==> src/sv/aktf_pkg.sv <==
`timescale 1ns / 1ps

package aktf_pkg;

	// Width of one travel sample and of the signed sample-to-sample difference.
	localparam int SAMPLE_W = 12;
	localparam int DIFF_W   = SAMPLE_W + 1;

	// Travel scale. Zero means fully up.
	localparam logic [SAMPLE_W-1:0] SAMPLE_MIN = '0;
	localparam logic [SAMPLE_W-1:0] SAMPLE_MAX = 12'd4095;

	// Speed mode releases when travel falls faster than this per sample.
	localparam logic signed [DIFF_W-1:0] LIFT_SPEED = 13'sd64;

	typedef enum logic [1:0] {
		MODE_DIGITAL = 2'd0,
		MODE_NORMAL  = 2'd1,
		MODE_RAPID   = 2'd2,
		MODE_SPEED   = 2'd3
	} key_mode_t;

	typedef enum logic [2:0] {
		REG_KEY_MODE        = 3'd0,
		REG_ACTIVATION      = 3'd1,
		REG_DEACTIVATION    = 3'd2,
		REG_TOP_DEADZONE    = 3'd3,
		REG_BOTTOM_DEADZONE = 3'd4,
		REG_PRESS_DISTANCE  = 3'd5,
		REG_LIFT_DISTANCE   = 3'd6,
		REG_PRESS_SPEED     = 3'd7
	} reg_index_t;

	typedef struct packed {
		key_mode_t                  key_mode;
		logic [SAMPLE_W-1:0]        activation_level;
		logic [SAMPLE_W-1:0]        deactivation_level;
		logic [SAMPLE_W-1:0]        top_deadzone;
		logic [SAMPLE_W-1:0]        bottom_deadzone;
		logic [SAMPLE_W-1:0]        press_distance;
		logic [SAMPLE_W-1:0]        lift_distance;
		logic signed [DIFF_W-1:0]   press_speed;
	} key_cfg_t;

	typedef struct packed {
		logic [SAMPLE_W-1:0] last_sample;
		logic [SAMPLE_W-1:0] extremum;
		logic                key_down;
	} key_state_t;

	localparam key_cfg_t CFG_RESET = '{
		key_mode:           MODE_NORMAL,
		activation_level:   12'd2048,
		deactivation_level: 12'd1536,
		top_deadzone:       12'd0,
		bottom_deadzone:    12'd0,
		press_distance:     12'd128,
		lift_distance:      12'd128,
		press_speed:        13'sd64
	};

endpackage

==> src/sv/aktf_decide.sv <==
`timescale 1ns / 1ps

// Decision logic for one sample: next key state, new tracked extremum and the change flag.
module aktf_decide
	import aktf_pkg::*;
(
	input  key_cfg_t            cfg,
	input  key_state_t          cur,
	input  logic [SAMPLE_W-1:0] sample,
	output key_state_t          nxt,
	output logic                changed
);

	logic signed [DIFF_W-1:0] diff;
	logic signed [DIFF_W-1:0] neg_diff;
	logic                     top_hit;
	logic                     bottom_hit;
	logic                     lift_hit;
	logic                     press_hit;
	logic                     now;

	assign diff     = $signed({1'b0, sample}) - $signed({1'b0, cur.last_sample});
	assign neg_diff = -diff;

	// Offsets from fully up; SAMPLE_MIN is zero, so the subtraction is exact.
	assign top_hit    = (sample - SAMPLE_MIN) <= cfg.top_deadzone;
	assign bottom_hit = ({1'b0, sample} + {1'b0, cfg.bottom_deadzone}) >= {1'b0, SAMPLE_MAX};
	assign lift_hit   = {1'b0, cur.extremum} >= ({1'b0, sample} + {1'b0, cfg.lift_distance});
	assign press_hit  = {1'b0, sample} >= ({1'b0, cur.extremum} + {1'b0, cfg.press_distance});

	always_comb begin
		nxt             = cur;
		nxt.last_sample = sample;
		now             = cur.key_down;
		unique case (cfg.key_mode)
			MODE_DIGITAL: begin
				now = (sample != '0);
			end
			MODE_NORMAL: begin
				if ((sample - SAMPLE_MIN) > cfg.activation_level) begin
					now = 1'b1;
				end else if ((sample - SAMPLE_MIN) < cfg.deactivation_level) begin
					now = 1'b0;
				end
			end
			MODE_RAPID: begin
				if (top_hit) begin
					now = 1'b0;
					if (sample < cur.extremum) nxt.extremum = sample;
				end else if (bottom_hit) begin
					now = 1'b1;
					if (sample > cur.extremum) nxt.extremum = sample;
				end else if (cur.key_down) begin
					// Pressed: release on lift back from the peak, else follow the peak.
					if (lift_hit) begin
						now          = 1'b0;
						nxt.extremum = sample;
					end else if (sample > cur.extremum) begin
						nxt.extremum = sample;
					end
				end else begin
					// Released: press on travel past the trough, else follow the trough.
					if (press_hit) begin
						now          = 1'b1;
						nxt.extremum = sample;
					end else if (sample < cur.extremum) begin
						nxt.extremum = sample;
					end
				end
			end
			MODE_SPEED: begin
				if (diff > cfg.press_speed) now = 1'b1;
				if (neg_diff > LIFT_SPEED) now = 1'b0;
				if (top_hit) now = 1'b0;
				if (bottom_hit) now = 1'b1;
			end
		endcase
		nxt.key_down = now;
		changed      = now ^ cur.key_down;
	end

endmodule

==> src/sv/analog_key_trigger_fsm.sv <==
`timescale 1ns / 1ps

// Trigger logic for an analog (hall effect) key. Each slave-side transaction carries one
// normalised travel sample and yields exactly one master-side transaction with the new
// pressed state and a flag that is set when that state differs from the previous one.
// Four modes are selected by key_mode: digital (pressed when travel is nonzero), normal
// hysteresis between the activation and deactivation levels, rapid trigger (deadzones at
// both ends of travel plus press and lift distances measured from a tracked extremum) and
// speed (thresholds on the sample-to-sample difference, with the deadzones taking
// precedence). Throughput is one sample per clock cycle while m_tready is not held low: a sample
// is registered on entry, then a single compare-and-update step produces the result and the
// new key state together, and both are registered when the result register can move on.
// The key state is one register loop closed in that single step. Configuration registers
// should only be written while no sample is in flight.
module analog_key_trigger_fsm
	import aktf_pkg::*;
(
	input  logic        clk,
	input  logic        arst_n,

	// Configuration write port.
	input  logic        cfg_wr_en,
	input  logic [2:0]  cfg_index,
	input  logic [12:0] cfg_data,

	// Sample input.
	input  logic        s_tvalid,
	output logic        s_tready,
	input  logic [15:0] s_tdata,     // [11:0] travel_sample, [15:12] zero

	// Result output.
	output logic        m_tvalid,
	input  logic        m_tready,
	output logic [7:0]  m_tdata      // [0] pressed, [1] changed, [7:2] zero
);

	key_cfg_t            cfg_q;
	key_state_t          state_q;
	key_state_t          state_nxt;

	logic                valid_s1;
	logic [SAMPLE_W-1:0] sample_s1;

	logic                out_valid_q;
	logic                out_pressed_q;
	logic                out_changed_q;
	logic                changed_nxt;

	logic                advance;
	logic                load_out;

	// Configuration registers. Every index of the port maps onto a register.
	always_ff @(posedge clk or negedge arst_n) begin
		if (!arst_n) begin
			cfg_q <= CFG_RESET;
		end else if (cfg_wr_en) begin
			unique case (reg_index_t'(cfg_index))
				REG_KEY_MODE:        cfg_q.key_mode           <= key_mode_t'(cfg_data[1:0]);
				REG_ACTIVATION:      cfg_q.activation_level   <= cfg_data[SAMPLE_W-1:0];
				REG_DEACTIVATION:    cfg_q.deactivation_level <= cfg_data[SAMPLE_W-1:0];
				REG_TOP_DEADZONE:    cfg_q.top_deadzone       <= cfg_data[SAMPLE_W-1:0];
				REG_BOTTOM_DEADZONE: cfg_q.bottom_deadzone    <= cfg_data[SAMPLE_W-1:0];
				REG_PRESS_DISTANCE:  cfg_q.press_distance     <= cfg_data[SAMPLE_W-1:0];
				REG_LIFT_DISTANCE:   cfg_q.lift_distance      <= cfg_data[SAMPLE_W-1:0];
				REG_PRESS_SPEED:     cfg_q.press_speed        <= $signed(cfg_data[DIFF_W-1:0]);
			endcase
		end
	end

	// The result register moves on when it is empty or its contents are being taken.
	// The input stage moves on with it, so a sample can enter in every cycle while the
	// result side keeps up, and one more is held while the result side is stalled.
	assign advance  = !out_valid_q || m_tready;
	assign load_out = valid_s1 && advance;
	assign s_tready = !valid_s1 || advance;

	always_ff @(posedge clk or negedge arst_n) begin
		if (!arst_n) begin
			valid_s1 <= 1'b0;
		end else if (s_tready) begin
			valid_s1 <= s_tvalid;
		end
	end

	always_ff @(posedge clk) begin
		if (s_tready && s_tvalid) begin
			sample_s1 <= s_tdata[SAMPLE_W-1:0];
		end
	end

	aktf_decide u_decide (
		.cfg     (cfg_q),
		.cur     (state_q),
		.sample  (sample_s1),
		.nxt     (state_nxt),
		.changed (changed_nxt)
	);

	// Key state is committed in the same cycle the result is written, so the next
	// sample always sees the state left by the one before it.
	always_ff @(posedge clk or negedge arst_n) begin
		if (!arst_n) begin
			state_q     <= '0;
			out_valid_q <= 1'b0;
		end else begin
			if (load_out) begin
				state_q <= state_nxt;
			end
			if (advance) begin
				out_valid_q <= valid_s1;
			end
		end
	end

	always_ff @(posedge clk) begin
		if (load_out) begin
			out_pressed_q <= state_nxt.key_down;
			out_changed_q <= changed_nxt;
		end
	end

	assign m_tvalid = out_valid_q;
	assign m_tdata  = {6'b0, out_changed_q, out_pressed_q};

	// The changed flag reports a difference from the state held before the sample.
	assert property (@(posedge clk) disable iff (!arst_n)
		load_out |=> (out_changed_q == (out_pressed_q ^ $past(state_q.key_down))))
		else $error("changed flag does not match previous key state");

	// A waiting result always agrees with the committed key state.
	assert property (@(posedge clk) disable iff (!arst_n)
		out_valid_q |-> (state_q.key_down == out_pressed_q))
		else $error("result pressed bit and key state disagree");

	// Digital mode presses exactly when travel is nonzero.
	assert property (@(posedge clk) disable iff (!arst_n)
		(load_out && (cfg_q.key_mode == MODE_DIGITAL))
		|=> (out_pressed_q == ($past(sample_s1) != '0)))
		else $error("digital mode decision wrong");

	// A sample waiting in the input stage is neither lost nor overwritten.
	assert property (@(posedge clk) disable iff (!arst_n)
		(valid_s1 && !advance) |=> (valid_s1 && $stable(sample_s1)))
		else $error("input stage lost a sample");

	// Back-pressure towards the source only arises from a full input stage.
	assert property (@(posedge clk) disable iff (!arst_n)
		!s_tready |-> valid_s1)
		else $error("input stalled with an empty stage");

endmodule

==> config.mk <==
export PLATFORM = sky130hd
export DESIGN_NAME = analog_key_trigger_fsm
export DESIGN_NICKNAME = d
export VERILOG_FILES = /design/src/sv/aktf_pkg.sv /design/src/sv/aktf_decide.sv /design/src/sv/analog_key_trigger_fsm.sv
export SDC_FILE = /design/constraint.sdc
export NUM_CORES = 1
export LEC_CHECK = 0
export BUFFER_PORTS_ARGS = -buffer_cell sky130_fd_sc_hd__buf_2
export CORE_AREA = 2 2 136 138
export CTS_BUF_LIST = sky130_fd_sc_hd__clkbuf_16
export DETAILED_ROUTE_END_ITERATION = 8
export DIE_AREA = 0 0 138 140
export GPL_ROUTABILITY_DRIVEN = 0
export PLACE_DENSITY = 0.69
export SETUP_SLACK_MARGIN = 0.05
export SLEW_MARGIN = 20
export SYNTH_ARGS = -nofsm -noshare
export SYNTH_HDL_FRONTEND = slang
export SYNTH_SLANG_ARGS = --single-unit
==> constraint.sdc <==
create_clock -name clk -period 5.2 [get_ports clk]
set_input_delay 1.04 -clock clk [delete_from_list [all_inputs] [get_ports clk]]
set_output_delay 1.04 -clock clk [all_outputs]
set_load 0.02 [all_outputs]
Yosys cells after proc, flatten, opt, wreduce, memory -nomap -nowiden
Index checks and enable logic that the tools add are counted.
Storage, ports and cells
  register bits after elaboration: 128
  bits in latches: 0
  bits in writable memories: 0
  bits in read-only memories: 0
  input bits: 37
  word-level logic and storage cells: 79
  memories kept: 0
Operators by class
  add/subtract/negate cells: 5
  multiply operators: 0
  divide/modulo/power cells: 0
  $lt $le $gt $ge: 10
  equal/unequal tests: 10
  shifts and indexed selects: 0
  multiplexer cells: 19
  bitwise operators: 1
  reduce and logical (&&, ||, !) cells: 18
Operators by type and width (number)
  2-to-1 mux 12 bit: 7
  adder 12 x 12 -> 13 bit: 3
  >= comparator 12 x 13 -> 1 bit: 2
  greater-than comparator 12 bit: 2
  < comparator 12 bit: 2
  AND reduction 2 bit: 9
  >= comparator 13 x 12 -> 1 bit (second input constant): 1
  greater-than comparator 13 bit: 1
  greater-than comparator 13 x 8 -> 1 bit (second input constant): 1
  negator 13 bit: 1
  subtractor 12 x 12 -> 13 bit: 1
  == test 3 bit (second input constant): 4
  less-or-equal comparator 12 bit: 1
  nonzero test 12 bit: 1
  2-to-1 mux 1 bit: 11
  == test 3 x 2 -> 1 bit (second input constant): 2
  == test 2 bit (second input constant): 2
  one-hot mux 1 bit (4 select lines): 1
  == test 3 x 1 -> 1 bit (second input constant): 1
  zero test 3 bit: 1
  == test 2 x 1 -> 1 bit (second input constant): 1
  logical AND 1 bit: 2
  zero test 1 bit: 2
  zero test 2 bit: 1
  other kinds (2): 3

Longest topological paths before layout
Gate-level depths: netlist (run 1).
  word-level depth: 8
  gate-level depth with buffers: 20
  mapped depth without buffers: 20

Hierarchy
Synthesis (run 1) repeated with hierarchy kept, for this count alone.
Second synthesis, totals
  cell total of the unflattened synthesis: 910
  area total of the unflattened synthesis: 9464.1 sq um
By module, submodules not included
  analog_key_trigger_fsm: times used 1, cells each 275, area an instance 4777.1 sq um, sequential area each 3281.9 sq um
  aktf_decide: times used 1, cells each 635, area an instance 4687.0 sq um, sequential area each 0.0 sq um

Worst setup path before layout (run 1)
OpenSTA, ideal clock, no wires.
  path kind: reg-to-reg
  start: register sample_s1[1]
  end: register state_q[10] (netlist bit)
  library setup time: 0.125 ns
  arrival time: 3.998 ns
  required time: 5.075 ns
  slack: 1.077 ns
  stages on the path, launching flop included: 21
  path buffers: 1
  period minus slack after synthesis: 4.123 ns
  path through: edfxtp_1 -> ha_1 -> a21o_1 -> a21oi_1 -> o21bai_1 -> a21oi_1 -> nor2b_1 -> o2111ai_1 -> nand3_1 -> o41ai_1 -> xor2_1 -> ha_1 -> nand2_1 -> a21oi_1 -> a211oi_1 -> a31oi_1 -> nand3b_1 -> a211o_1 -> o2111ai_2 -> buf_6 -> mux2_4
Between the ends
  word-level cells in the longest chain between the ends: 6
Ends and longest elaborated chain
  start, declared: line analog_key_trigger_fsm.sv:42  | logic [SAMPLE_W-1:0] sample_s1;
  start signal, assigned: line analog_key_trigger_fsm.sv:87  | sample_s1 <= s_tdata[SAMPLE_W-1:0];
  adder 12 x 12 -> 13 bit (tied with other cells): line aktf_decide.sv:28  | assign lift_hit = {1'b0, cur.extremum} >= ({1'b0, sample} + {1'b0, cfg.lift_distance});
  >= comparator 12 x 13 -> 1 bit / 2-to-1 mux 12 bit (equally long branches)
  2-to-1 mux 12 bit (on tied branches): line aktf_decide.sv:55, aktf_decide.sv:63
  2-to-1 mux 12 bit: line aktf_decide.sv:53  | end else if (cur.key_down) begin
  2-to-1 mux 12 bit: line aktf_decide.sv:50  | end else if (bottom_hit) begin
  2-to-1 mux 12 bit *: line aktf_decide.sv:47  | if (top_hit) begin
  end signal, assigned: line analog_key_trigger_fsm.sv:107  | state_q <= state_nxt;
  end, declared: line analog_key_trigger_fsm.sv:38  | key_state_t state_q;
Every way passes the cells marked *; elsewhere a longest branch is shown, timed or not.
A chain may end at the register's enable or synchronous reset.

Worst setup path in the final report (run 1)
  start: register cfg_q[14] (netlist bit)
  end: register state_q[12] (netlist bit)
Between the ends
  word-level cells in the longest chain between the ends: 6
Ends and longest elaborated chain
  start, declared: line analog_key_trigger_fsm.sv:37  | key_cfg_t cfg_q;
  adder 12 x 12 -> 13 bit: line aktf_decide.sv:28
  >= comparator 12 x 13 -> 1 bit: line aktf_decide.sv:28
  2-to-1 mux 12 bit: line aktf_decide.sv:55  | if (lift_hit) begin
  2-to-1 mux 12 bit: line aktf_decide.sv:53
  2-to-1 mux 12 bit: line aktf_decide.sv:50
  2-to-1 mux 12 bit: line aktf_decide.sv:47
No other way between the ends.

==> flow_metrics.tcl, run 1 <==
set metrics [dict create \
    synth_seq_cells 128 \
    io-pin-count 47 \
    drt_wl_total_um 23390 \
    clockBufferDepth 2 \
    num_vias 7260 \
    die_w_um 138 \
    yosys-top-cells-count "ha_1 (130), dfrtp_1 (107), inv_1 (87), o21ai_0 (70), mux2_2 (69)" \
    hold_class "reg -> reg" \
    htreeDepth 4 \
    drc_errors 0 \
    syn_to_final_growth_pct 11.37 \
    crit_slowest_cell "dfrtp_1" \
    n_antenna_cell 0 \
    setup_viol 0 \
    path_buf_inv 1 \
    avgSynthCellArea_um2 9.964 \
    reg2reg_slack_ns 0.36 \
    grt_pass1_vias 6905 \
    grt_pass1_wl_um 37360 \
    postCtsSetupRepairBufs 0 \
    worstMarginPinSlew_ns 0.9199 \
    tns_ns 0 \
    synthTopCellsByArea "dfrtp_1 (29%), ha_1 (18%), mux2_2 (8.4%)" \
    placed_cell_area_mm2 0.009723 \
    overflow 0 \
    max_freq_mhz 206.7 \
    nets 1150 \
    cts.reportedPaths.clkPinSlew_ns 0.06 \
    slew_headroom 0.3835 \
    core_area_mm2 0.01778 \
    fin_crit_sh 0.9303 \
    ys_seq_area_frac 0.3549 \
    arrival_ns 5.15 \
    ys.flop_type "dfrtp_1" \
    portBuffers 36 \
    synth_edf_count 14 \
    ir_drop_v 0.0003077 \
    yosys_warnings 0 \
    cts_tree "yes" \
    pwr-share-clk 0.244 \
    clk_latency_ns 0.43 \
    yosysMostFrequentCell "ha_1" \
    synth_top_area_share 0.2896 \
    fin_crit_ns 4.838 \
    p_leak_nw 4.791 \
    hold_viol 0 \
    p_seq_frac 0.293 \
    crit_type "reg -> reg" \
    end_kind "flip-flop" \
    cts_root_buf "clkbuf_16" \
    ys_types 75 \
    worst_path_largest_cell_delay_ns 0.41 \
    numCtsBuffers 17 \
    drtIter0Drc 594 \
    status "finished clean" \
    cpLargestDelayFamily "compound AO/OA/AOI/OAI gates" \
    antenna_found_initial 0 \
    postLayoutCellArea_mm2 0.01030 \
    post_cts_resize_count 0 \
    maxCapViolations 0 \
    swShare 0.3806 \
    ant_nets 0 \
    dp_hpwl_um 16410 \
    synth_area_mm2 0.009246 \
    cts_hold_buf 0 \
    drtPass1Iterations 5 \
    crit_required_ns 5.51 \
    drive_gt1_frac 0.1744 \
    power_frac_comb 0.463 \
    worstPathMaxFanout 12 \
    path_common_cell "a21oi_1" \
    p_sw_mw 1.843 \
    slew_viol_final 0 \
    grt_max_degree 43 \
    p_int_mw 2.999 \
    cp-start-kind "flip-flop" \
    wl_per_cell_um 19.16 \
    via_per_inst 5.946 \
    synth_top_cell_by_area "dfrtp_1" \
    path_cells "ha_1 > a21o_1 > a21oi_1 > o21bai_1 > a21oi_1 > nor2b_1 > o2111ai_1 > nand3_1 > o41ai_1 > xor2_1 > ha_1 > nand2_1 > a21oi_1 > a211oi_1 > a31oi_1 > nand3b_1 > a211o_1 > o2111ai_2 > buf_4 > mux2_2" \
    synthArstFlopShare 0.8906 \
    initial_core_util 0.5201 \
    die_area_mm2 0.01932 \
    rsz0062_at_grt "false" \
    grt_usage 0.2492 \
    die_h_um 140 \
    p_per_area_mw_per_mm2 470.2 \
    row_count 49 \
    clkSinkCount 128 \
    clock_skew_ns 0.008472 \
    netlist_instances 928 \
]
==> stage by stage <==
step	cells	power (mW)	setup slack, ns	util	hold slack [ns]
final	1221	4.842	0.3625	0.5792	0.5005
after global routing	1221	5.221	0.1022	0.5792	0.5171
after CTS	1221	4.833	0.3917	0.5788	0.5051
after detailed placement	1189	3.622	0.4110	0.5469	0.4930
after global placement	1189	3.565	0.4942	0.5469	0.4779
after floorplan	933	3.089	1.077	-	0.4563
==> power groups by stage <==
stage               sequential [mW]  combinational [mW]  clock (mW)
finish                         1.42                2.24        1.18
global route                   1.45                2.54        1.24
CTS                            1.42                2.22        1.20
detailed placement             1.43                2.19           0
global placement               1.42                2.14           0
floorplan                      1.38                1.70           0
==> flip-flops by register name (all words and copies together), names as in the netlist <==
| name | cells |
|---|---|
| cfg_q | 87 |
| sample_s1 | 12 |
| valid_s1 | 1 |
| out_pressed_q | 1 |
| state_q | 25 |
| m_tvalid | 1 |
| out_changed_q | 1 |
==> cell type report <==
type	count	area, µm²
Tap cell	229	286.5
Clock buffer	17	425.4
Sequential cell	128	3282
Multi-Input combinational cell	693	5532
Inverter	87	326.6
Timing Repair Buffer	52	302.8
Fill cell	1526	7482
Clock inverter	15	142.6
==> layout by cell type, fill, tap and decap left out, drive strengths merged, types with 12 or more instances in the layout <==
cell type and count:
nand2b 16, xor2 13, buf 52, clkbuf 17, nand3 13, nand4 19
inv 94, nand2 64, nor2 41, mux2 77, dfrtp 107, edfxtp 14
nor3 12, o21ai 73, ha 130, a21oi 48, a21o 14
==> path summary, 6_finish.rpt <==
path | start | end | cells after the start
worst max-delay path | cfg_q[14] | state_q[12] | 20
worst min-delay path | cfg_q[5] | cfg_q[5] | 1
worst max register to register | cfg_q[14] | state_q[12] | 20
worst min register to register | cfg_q[5] | cfg_q[5] | 1
max in group asynchronous | arst_n | cfg_q[84] | 2
min in group asynchronous | arst_n | cfg_q[28] | 1
==> kinds of logic (layout without fill, tap and decap cells) <==
kind of cell,count (synthesis),count (layout),share of synthesized area
XOR/XNOR,24,24,0.02273
multiplexers,80,80,0.1003
adder cells (fa/ha/maj),134,134,0.1846
flip-flops,128,128,0.3549
buffers and inverters,112,171,0.05061
AO/OA/AOI/OAI,229,229,0.1656
other,1,6,0.0004056
AND/OR/NAND/NOR,220,220,0.1208
==> layer usage <==
layer / share of wire / wire length, µm / GRT usage
met5: 0 / 0 / 0
met4: 0.033 / 761 / 0.09613
met3: 0.050 / 1164 / 0.04821
met2: 0.46 / 10800 / 0.4033
met1: 0.46 / 10660 / 0.3328
Note: power is estimated with default switching activity, not from simulation.
==> run 2, diff against run 1 <==
--- a/config.mk
+++ b/config.mk
@@ -11,7 +11,7 @@
 export DETAILED_ROUTE_END_ITERATION = 8
 export DIE_AREA = 0 0 138 140
 export GPL_ROUTABILITY_DRIVEN = 0
-export PLACE_DENSITY = 0.69
+export PLACE_DENSITY_LB_ADDON = 0.05
 export SETUP_SLACK_MARGIN = 0.05
 export SLEW_MARGIN = 20
 export SYNTH_ARGS = -nofsm -noshare
==> flow_metrics.tcl, run 2 (synthesized netlist as in run 1, its figures left out) <==
set metrics [dict create \
    arrival_ns 5.09 \
    cts_root_buf "clkbuf_16" \
    fin_util 0.5842 \
    clk_latency_ns 0.43 \
    cts_hold_buf 0 \
    grt_usage 0.2645 \
    largest_reg_flops 87 \
    drtPass1Iterations 5 \
    p_per_area_mw_per_mm2 474.8 \
    clockBufferDepth 2 \
    crit_type "reg -> reg" \
    ir_drop_v 0.0003026 \
    drtIter0Drc 472 \
    slew_viol_final 0 \
    num_vias 7137 \
    drc_errors 0 \
    die_h_um 140 \
    syn_to_final_growth_pct 12.34 \
    grt_pass1_wl_um 39420 \
    worstMarginPinSlew_ns 0.9592 \
    status "finished clean" \
    clock_skew_ns 0.009510 \
    htreeDepth 4 \
    cts_tree "yes" \
    max_freq_mhz 209.2 \
    crit_required_ns 5.51 \
    via_per_inst 5.826 \
    row_count 49 \
    drive_gt1_frac 0.1888 \
    die_area_mm2 0.01932 \
    ant_nets 0 \
    clkSinkCount 128 \
    fin_crit_ns 4.779 \
    numCtsBuffers 17 \
    tns_ns 0 \
    rsz0062_at_grt "false" \
    dp_hpwl_um 17840 \
    n_antenna_cell 0 \
    final_common_cell "ha_1" \
    io-pin-count 47 \
    end_kind "flip-flop" \
    setup_viol 0 \
    worstPathMaxFanout 7 \
    largest-register "cfg_q" \
    cts.reportedPaths.clkPinSlew_ns 0.06 \
    wl_per_cell_um 20.06 \
    nets 1154 \
    grt_pass1_vias 6937 \
    die_w_um 138 \
    cp-start-kind "flip-flop" \
    slew_headroom 0.3586 \
    antenna_found_initial 0 \
    hold_class "reg -> reg" \
    maxCapViolations 0 \
    drt_wl_total_um 24570 \
    p_leak_nw 4.807 \
    initial_core_util 0.5201 \
    core_area_mm2 0.01778 \
    hold_viol 0 \
    layout_common_cells "ha_1 (130), dfrtp_1 (107), inv_1 (88)" \
    portBuffers 36 \
    fin_crit_sh 0.9191 \
    top_regs "cfg_q x87, state_q x25, sample_s1 x12" \
    overflow 0 \
    grt_max_degree 46 \
]
[run 2: report_power, final]
part,total [mW],leakage (nW),internal (mW),switching [mW]
Sequential,1.43,1.49,1.25,0.180
Clock,1.25,0.298,0.760,0.494
Combinational,2.25,3.02,1.03,1.22
[run 2: final timing paths]
check	cells past startpoint	slack (ns)	from	endpoint
setup / recovery	21	0.42	cfg_q[26]	state_q[3]
hold / removal	1	0.49	valid_s1	m_tvalid
setup reg to reg	21	0.42	cfg_q[26]	state_q[3]
hold reg to reg	1	0.49	valid_s1	m_tvalid
max in group asynchronous	2	3.56	arst_n	cfg_q[49]
min in group asynchronous	1	0.62	arst_n	state_q[21]
[run 2: final cells by class]
cell class | instances | area, µm²
clock inverter | 15 | 182.7
clock buffer | 17 | 425.4
fill | 1572 | 7392
tap | 229 | 286.5
multi-input combinational | 693 | 5548
sequential | 128 | 3282
inverter | 87 | 326.6
timing repair buffer | 56 | 336.6
[run 2: stage by stage]
step	hold slack (ns)	instances	instance area, µm²	setup slack (ns)	power, mW
global route	0.5055	1225	10390	0.05669	5.359
CTS	0.4936	1225	10360	0.2905	4.909
detailed placement	0.4766	1193	9753	0.3180	3.629
finish	0.4881	1225	10390	0.4209	4.932
global placement	0.4651	1193	9753	0.3768	3.598
floorplan	0.4563	933	9265	1.077	3.089
[run 2: per-layer routing]
metal  vias up  GRT usage  wire [µm]
li1       3516          -          -
met1      3427     0.3740      12040
met2       157     0.4088      10790
met3        37    0.04786        973
met4         0    0.09667        766
met5         -          0          0
[run 2: timing repair]
action | CTS | global route
endpoints found under the setup margin | 0 | 12
gates resized for setup | 0 | 6
setup buffers | 0 | 0
[run 2: critical path: stages (launching register included)]
cell and delay [ns]:
dfrtp_1 0.42, ha_1 0.31, a21o_1 0.19, a21oi_1 0.24, o21bai_1 0.09, a21oi_1 0.23, o21bai_1 0.14, a211oi_2 0.27
o21bai_1 0.11, a21oi_1 0.18, xnor2_1 0.08, ha_1 0.19, nor2_1 0.14, nand2_1 0.08, a221oi_1 0.28, a2111oi_2 0.11
buf_4 0.17, o311a_1 0.32, a211o_1 0.31, o2111ai_2 0.23, buf_6 0.23, mux2_2 0.34
